## src/hdl/rmq_pkg.sv

```systemverilog
// Shared types, widths and helpers for the rotation-matrix to quaternion block.
package rmq_pkg;

    localparam int DW = 32;
    localparam int QW = 31;
    localparam int VW = 35;
    localparam int MW = 34;
    localparam int LW = 6;
    localparam int SW = 64;
    localparam int NW = 62;
    localparam int SQRT_STAGES = 32;
    localparam int DIV_STAGES = 31;
    localparam logic [QW-1:0] ONE_Q30 = QW'(1) << 30;

    typedef struct packed {
        logic signed [DW-1:0] m00;
        logic signed [DW-1:0] m01;
        logic signed [DW-1:0] m02;
        logic signed [DW-1:0] m10;
        logic signed [DW-1:0] m11;
        logic signed [DW-1:0] m12;
        logic signed [DW-1:0] m20;
        logic signed [DW-1:0] m21;
        logic signed [DW-1:0] m22;
    } t_in;

    typedef struct packed {
        logic [QW-1:0]        qw;
        logic signed [DW-1:0] qx;
        logic signed [DW-1:0] qy;
        logic signed [DW-1:0] qz;
        logic                 degenerate;
    } t_out;

    typedef struct packed {
        logic [3:0][QW-1:0] u;
        logic [3:0]         neg;
        logic               deg;
    } t_tag;

    typedef struct packed {
        logic [3:0] neg;
        logic       deg;
    } t_side;

    function automatic logic [LW-1:0] bit_len(input logic [MW-1:0] v);
        logic [LW-1:0] n;
        n = '0;
        for (int k = 0; k < MW; k++) begin
            if (v[k]) begin
                n = LW'(k + 1);
            end
        end
        return n;
    endfunction

endpackage

```

## src/hdl/rmq_div.sv

```systemverilog
// Pipelined restoring divider, one quotient bit per stage.
module rmq_div (
    input  logic                   i_clk,
    input  logic                   i_rst_n,
    input  logic                   i_vld,
    input  logic [rmq_pkg::NW-1:0] i_num,
    input  logic [rmq_pkg::DW-1:0] i_den,
    output logic                   o_vld,
    output logic [rmq_pkg::QW-1:0] o_quo
);

    localparam int ST = rmq_pkg::DIV_STAGES;

    logic [rmq_pkg::DW-1:0] r_rem [0:ST];
    logic [rmq_pkg::QW-1:0] r_low [0:ST];
    logic [rmq_pkg::QW-1:0] r_quo [0:ST];
    logic [rmq_pkg::DW-1:0] r_den [0:ST];
    logic [ST:0]            r_vld;

    assign r_rem[0] = rmq_pkg::DW'(i_num[rmq_pkg::NW-1:rmq_pkg::QW]);
    assign r_low[0] = i_num[rmq_pkg::QW-1:0];
    assign r_quo[0] = '0;
    assign r_den[0] = i_den;
    assign r_vld[0] = i_vld;

    for (genvar k = 0; k < ST; k++) begin : g_stage
        logic [rmq_pkg::DW:0]   trial;
        logic [rmq_pkg::DW:0]   diff;
        logic                   take;
        logic [rmq_pkg::DW-1:0] n_rem;

        always_comb begin
            trial = {r_rem[k], r_low[k][ST-1-k]};
            diff  = trial - {1'b0, r_den[k]};
            take  = trial >= {1'b0, r_den[k]};
            n_rem = take ? diff[rmq_pkg::DW-1:0] : trial[rmq_pkg::DW-1:0];
        end

        always_ff @(posedge i_clk) begin
            r_rem[k+1] <= n_rem;
            r_low[k+1] <= r_low[k];
            r_quo[k+1] <= {r_quo[k][rmq_pkg::QW-2:0], take};
            r_den[k+1] <= r_den[k];
        end

        always_ff @(posedge i_clk) begin
            if (!i_rst_n) begin
                r_vld[k+1] <= 1'b0;
            end else begin
                r_vld[k+1] <= r_vld[k];
            end
        end
    end

    assign o_vld = r_vld[ST];
    assign o_quo = r_quo[ST];

endmodule

```

## config.mk

```make
export PLATFORM = sky130hd
export DESIGN_NAME = rmq_div
export DESIGN_NICKNAME = d
export VERILOG_FILES = /design/src/hdl/rmq_pkg.sv /design/src/hdl/rmq_div.sv
export SDC_FILE = /design/constraint.sdc
export NUM_CORES = 2
export LEC_CHECK = 0
export BUFFER_PORTS_ARGS = -buffer_cell sky130_fd_sc_hd__buf_4
export CAP_MARGIN = 20
export CORE_MARGIN = 2
export CORE_UTILIZATION = 41
export CTS_CLUSTER_DIAMETER = 50
export DETAILED_ROUTE_END_ITERATION = 10
export PLACE_DENSITY_LB_ADDON = 0.1
export SLEW_MARGIN = 10
export SYNTH_ARGS = -nofsm -noshare
export SYNTH_HDL_FRONTEND = slang
export SYNTH_SLANG_ARGS = --single-unit
```

## constraint.sdc

```tcl
create_clock -name i_clk -period 8.99 [get_ports i_clk]
set_clock_uncertainty 0.05 [all_clocks]
set_input_delay 1.798 -clock i_clk [delete_from_list [all_inputs] [get_ports i_clk]]
set_output_delay 1.798 -clock i_clk [all_outputs]
set_load 0.02 [all_outputs]
```

==> results.py <==
metrics = {
    "critical_path": {
        "cp-start-kind": "flop",
        "cp_slowest_cell": "o21ai_0",
        "critPathArrivalTime_ns": 5.62,
        "cp-end-kind": "flop",
        "required_ns": 9.75,
        "crit_fanout": 22,
        "critical-path-max-stage-delay_ns": 0.89,
        "reg2reg_slack_ns": 4.12,
        "path_delay_family": "compound AO/OA/AOI/OAI gates",
        "path_cells": "inv_1 -> ha_1 -> nor2b_1 -> o21a_1 -> o21ai_0 -> a31oi_1 -> or3_1 -> a221o_1 -> a21oi_1 -> o31a_1 -> nor2_1 -> o22a_1 -> buf_4 -> mux2_2",
        "critPathBufInv": 2,
        "path_class": "flop to flop",
    },
    "power_and_ir_drop": {
        "peakVddDrop_mv": 0.2352,
        "p_leak_nw": 63.63,
        "power.density_mw_per_mm2": 436.5,
        "p_switching_mw": 22.78,
        "p_comb_share_pct": 43.4,
        "p_clk_share_pct": 25.0,
        "swShare_pct": 37.68,
        "pwr-share-seq_pct": 31.6,
        "p_int_mw": 37.67,
    },
    "sta": {
        "fmax_ghz": 0.2055,
        "min_period_ns": 4.865,
        "hold_viol": 0,
        "slew_violations": 0,
        "worstMarginPinSlew_ns": 1.155,
        "fin_tns_setup_ns": 0,
        "period_share_pct": 54.12,
        "holdWs_ns": 0.2376,
        "finalSetupViolCount": 0,
        "slew_headroom_pct": 22.17,
        "grt_setup_unrepaired": "no",
    },
    "logic_synthesis": {
        "synth_compound_area_share_pct": 15.82,
        "synth.area.mux_share_pct": 4.546,
        "synth_area_per_cell_um2": 9.848,
        "synth-seq-cells": 2912,
        "synth_nets": 13340,
        "ys_seq_area_share_pct": 48.42,
        "synthXorXnorAreaFrac_pct": 5.915,
        "synth_top_area_cell": "dfxtp_1",
        "synth_fa_ha_area_share_pct": 10.81,
        "syn_inst": 12230,
        "syn_area_mm2": 0.1204,
        "synth_top_family_by_area": "compound AO/OA/AOI/OAI gates",
        "ys.flop_type": "dfxtp_1",
        "synth_edf_count": 0,
        "yosys.area_share.simple_pct": 9.676,
        "async_reset_ff_share_pct": 0,
        "yosysTopAreaCellShare_pct": 48.42,
        "yosysUniqueCellTypes": 86,
        "ys_warn_count": 0,
        "ys_top_cells_by_area": "dfxtp_1 48%, ha_1 10%, mux2_2 4.2%",
    },
    "floorplan": {
        "num_io_pins": 129,
        "rows": 198,
        "core_area_mm2": 0.2916,
        "start_util_pct": 41.29,
        "die_x_um": 545.9,
        "die_h_um": 545.9,
        "dieArea_mm2": 0.2980,
    },
    "clocking": {
        "ctsHtreeMaxLevel": 5,
        "cts_hold_buf": 0,
        "cts_tree": "yes",
        "cts_root_buffer": "clkbuf_16",
        "cts_resized": 0,
        "cts_sinks": 2912,
        "numCtsBuffers": 365,
        "postCtsSetupBuffers": 0,
        "clk_pin_slew_ns": 0.06,
        "cts_buffer_depth": 4,
        "clock_latency_ns": 0.93,
    },
    "placed_design": {
        "dp_hpwl_mm": 239.7,
        "placedInstanceArea_mm2": 0.1255,
        "port_buffers": 128,
        "place_congestion": 0.9041,
    },
    "finish": {
        "num-nets-final": 13600,
        "postLayoutCellArea_mm2": 0.1385,
        "syn_to_final_growth_pct": 15.02,
        "drive_above_1_share_pct": 10.47,
    },
    "global_route": {
        "grt_pass1_wl_mm": 476.1,
        "grt_usage_pct": 19.97,
        "antenna_found_initial": 26,
        "grt_overflow": 0,
        "grt_max_degree": 65,
        "grt_pass1_vias": 84450,
    },
    "routing": {
        "drtIter0Drc": 5394,
        "drt_first_pass_iters": 8,
        "vias": 85180,
        "routed_wl_mm": 305.5,
        "avgRoutedWirePerCell_um": 18.29,
        "avgViaCountPerCell": 5.100,
        "ant_nets": 0,
        "drcViolationCount": 0,
    },
    "outcome": {
        "run_status": "completed",
    },
    "worst_hold_path": {
        "min_path_type": "flop to flop",
    },
    "flow_run": {
        "maxCapViolations": 0,
    },
}
area by class of cell:
class	count	area, um2
fill	27290	153100
sequential	2912	58300
multi-input combinational	7813	56470
clock buffer	448	9970
tap	3900	4880
inverter	1230	4617
clock inverter	227	2975
timing repair buffer	163	1249
antenna	8	20.02
worst paths after layout:
path | to | cells after the start | from
worst max-delay path | g_stage[26].trial[19] | 14 | r_den[193]
worst min-delay path | r_low[842] | 0 | r_low[873]
worst max register to register | g_stage[26].trial[19] | 14 | r_den[193]
worst min register to register | r_low[842] | 0 | r_low[873]
worst register-to-register path, delay by kind of cell, from the launching register on:
family / cells / cell delay (ns)
mux: 1 / 0.32
simple gates: 3 / 0.64
buf+inv: 2 / 0.38
compound gates: 7 / 2.67
flops: 1 / 0.38
fa+ha+maj: 1 / 0.30
power by group through the flow:
| stage | clock network, mW | logic [mW] | registers (mW) |
|---|---|---|---|
| after floorplan | 0 | 20.4 | 18.2 |
| after global placement | 0 | 25.7 | 19.5 |
| after detailed placement | 0 | 25.9 | 19.5 |
| after CTS | 15.6 | 26.1 | 19.2 |
| after global routing | 16.1 | 29.2 | 19.5 |
| final | 15.1 | 26.2 | 19.1 |
sequential cells by signal, indices dropped and copies added, names as in the netlist:
signal	flops
g_stage.trial	990
r_den	960
r_quo	465
r_low	435
o_quo	31
r_vld	30
o_vld	1
metrics by stage:
step	utilization, %	instances	power, mW	setup WS, ns
4_1_cts	47.47	16690	60.94	4.244
3_3_place_gp	43.03	16020	45.15	3.252
6_report	47.49	16700	60.45	4.125
3_5_place_dp	43.03	16020	45.36	3.350
5_1_grt	47.49	16700	64.86	3.939
2_1_floorplan	-	12230	38.57	4.094
cell usage in the layout (no fill, tap or decap), types with 134 or more instances in the layout:
cell type,netlist,routed
dfxtp_1,2912,2912
inv_1,1230,1230
ha_1,992,992
a21oi_1,966,965
nand2_1,769,768
o21ai_0,737,737
nor2_1,579,578
a21o_1,499,499
xnor2_1,498,498
mux2_2,452,452
clkbuf_16,0,368
xor2_1,315,315
nand3_1,164,163
buf_4,35,161
nor2b_1,151,151
nand4_1,141,141
nand2b_1,141,141
o21bai_1,134,134
kinds of logic after synthesis:
group	count (synthesis)
adders and majority gates	1022
DFF	2912
AOI/OAI and AO/OA	3058
buffers and inverters	1500
muxes	490
xor gates and xnor gates	813
and+or+nand+nor	2430
routing by layer:
metal	GRT usage, %	vias to the layer above	routed length (um)
met5	0	-	164
li1	-	42770	-
met4	6.680	28	9751
met1	25.95	40050	138800
met2	33.77	1791	142400
met3	2.937	539	14410
synthesized netlist by cell type, types with 67 or more instances:
library cell  count
nor2b_1         151
a31oi_1          86
nand2b_1        141
a21oi_1         966
a211oi_1         67
ha_1            992
xor2_1          315
mux2_2          452
o21bai_1        134
xnor2_1         498
a21o_1          499
inv_1          1230
o21ai_0         737
nand2_1         769
nor2_1          579
nor3_1          134
and3_1           91
nand3_1         164
clkbuf_1        194
dfxtp_1        2912
nand4_1         141
o21a_1          130
No activity file was read; power rests on OpenSTA's default activity.
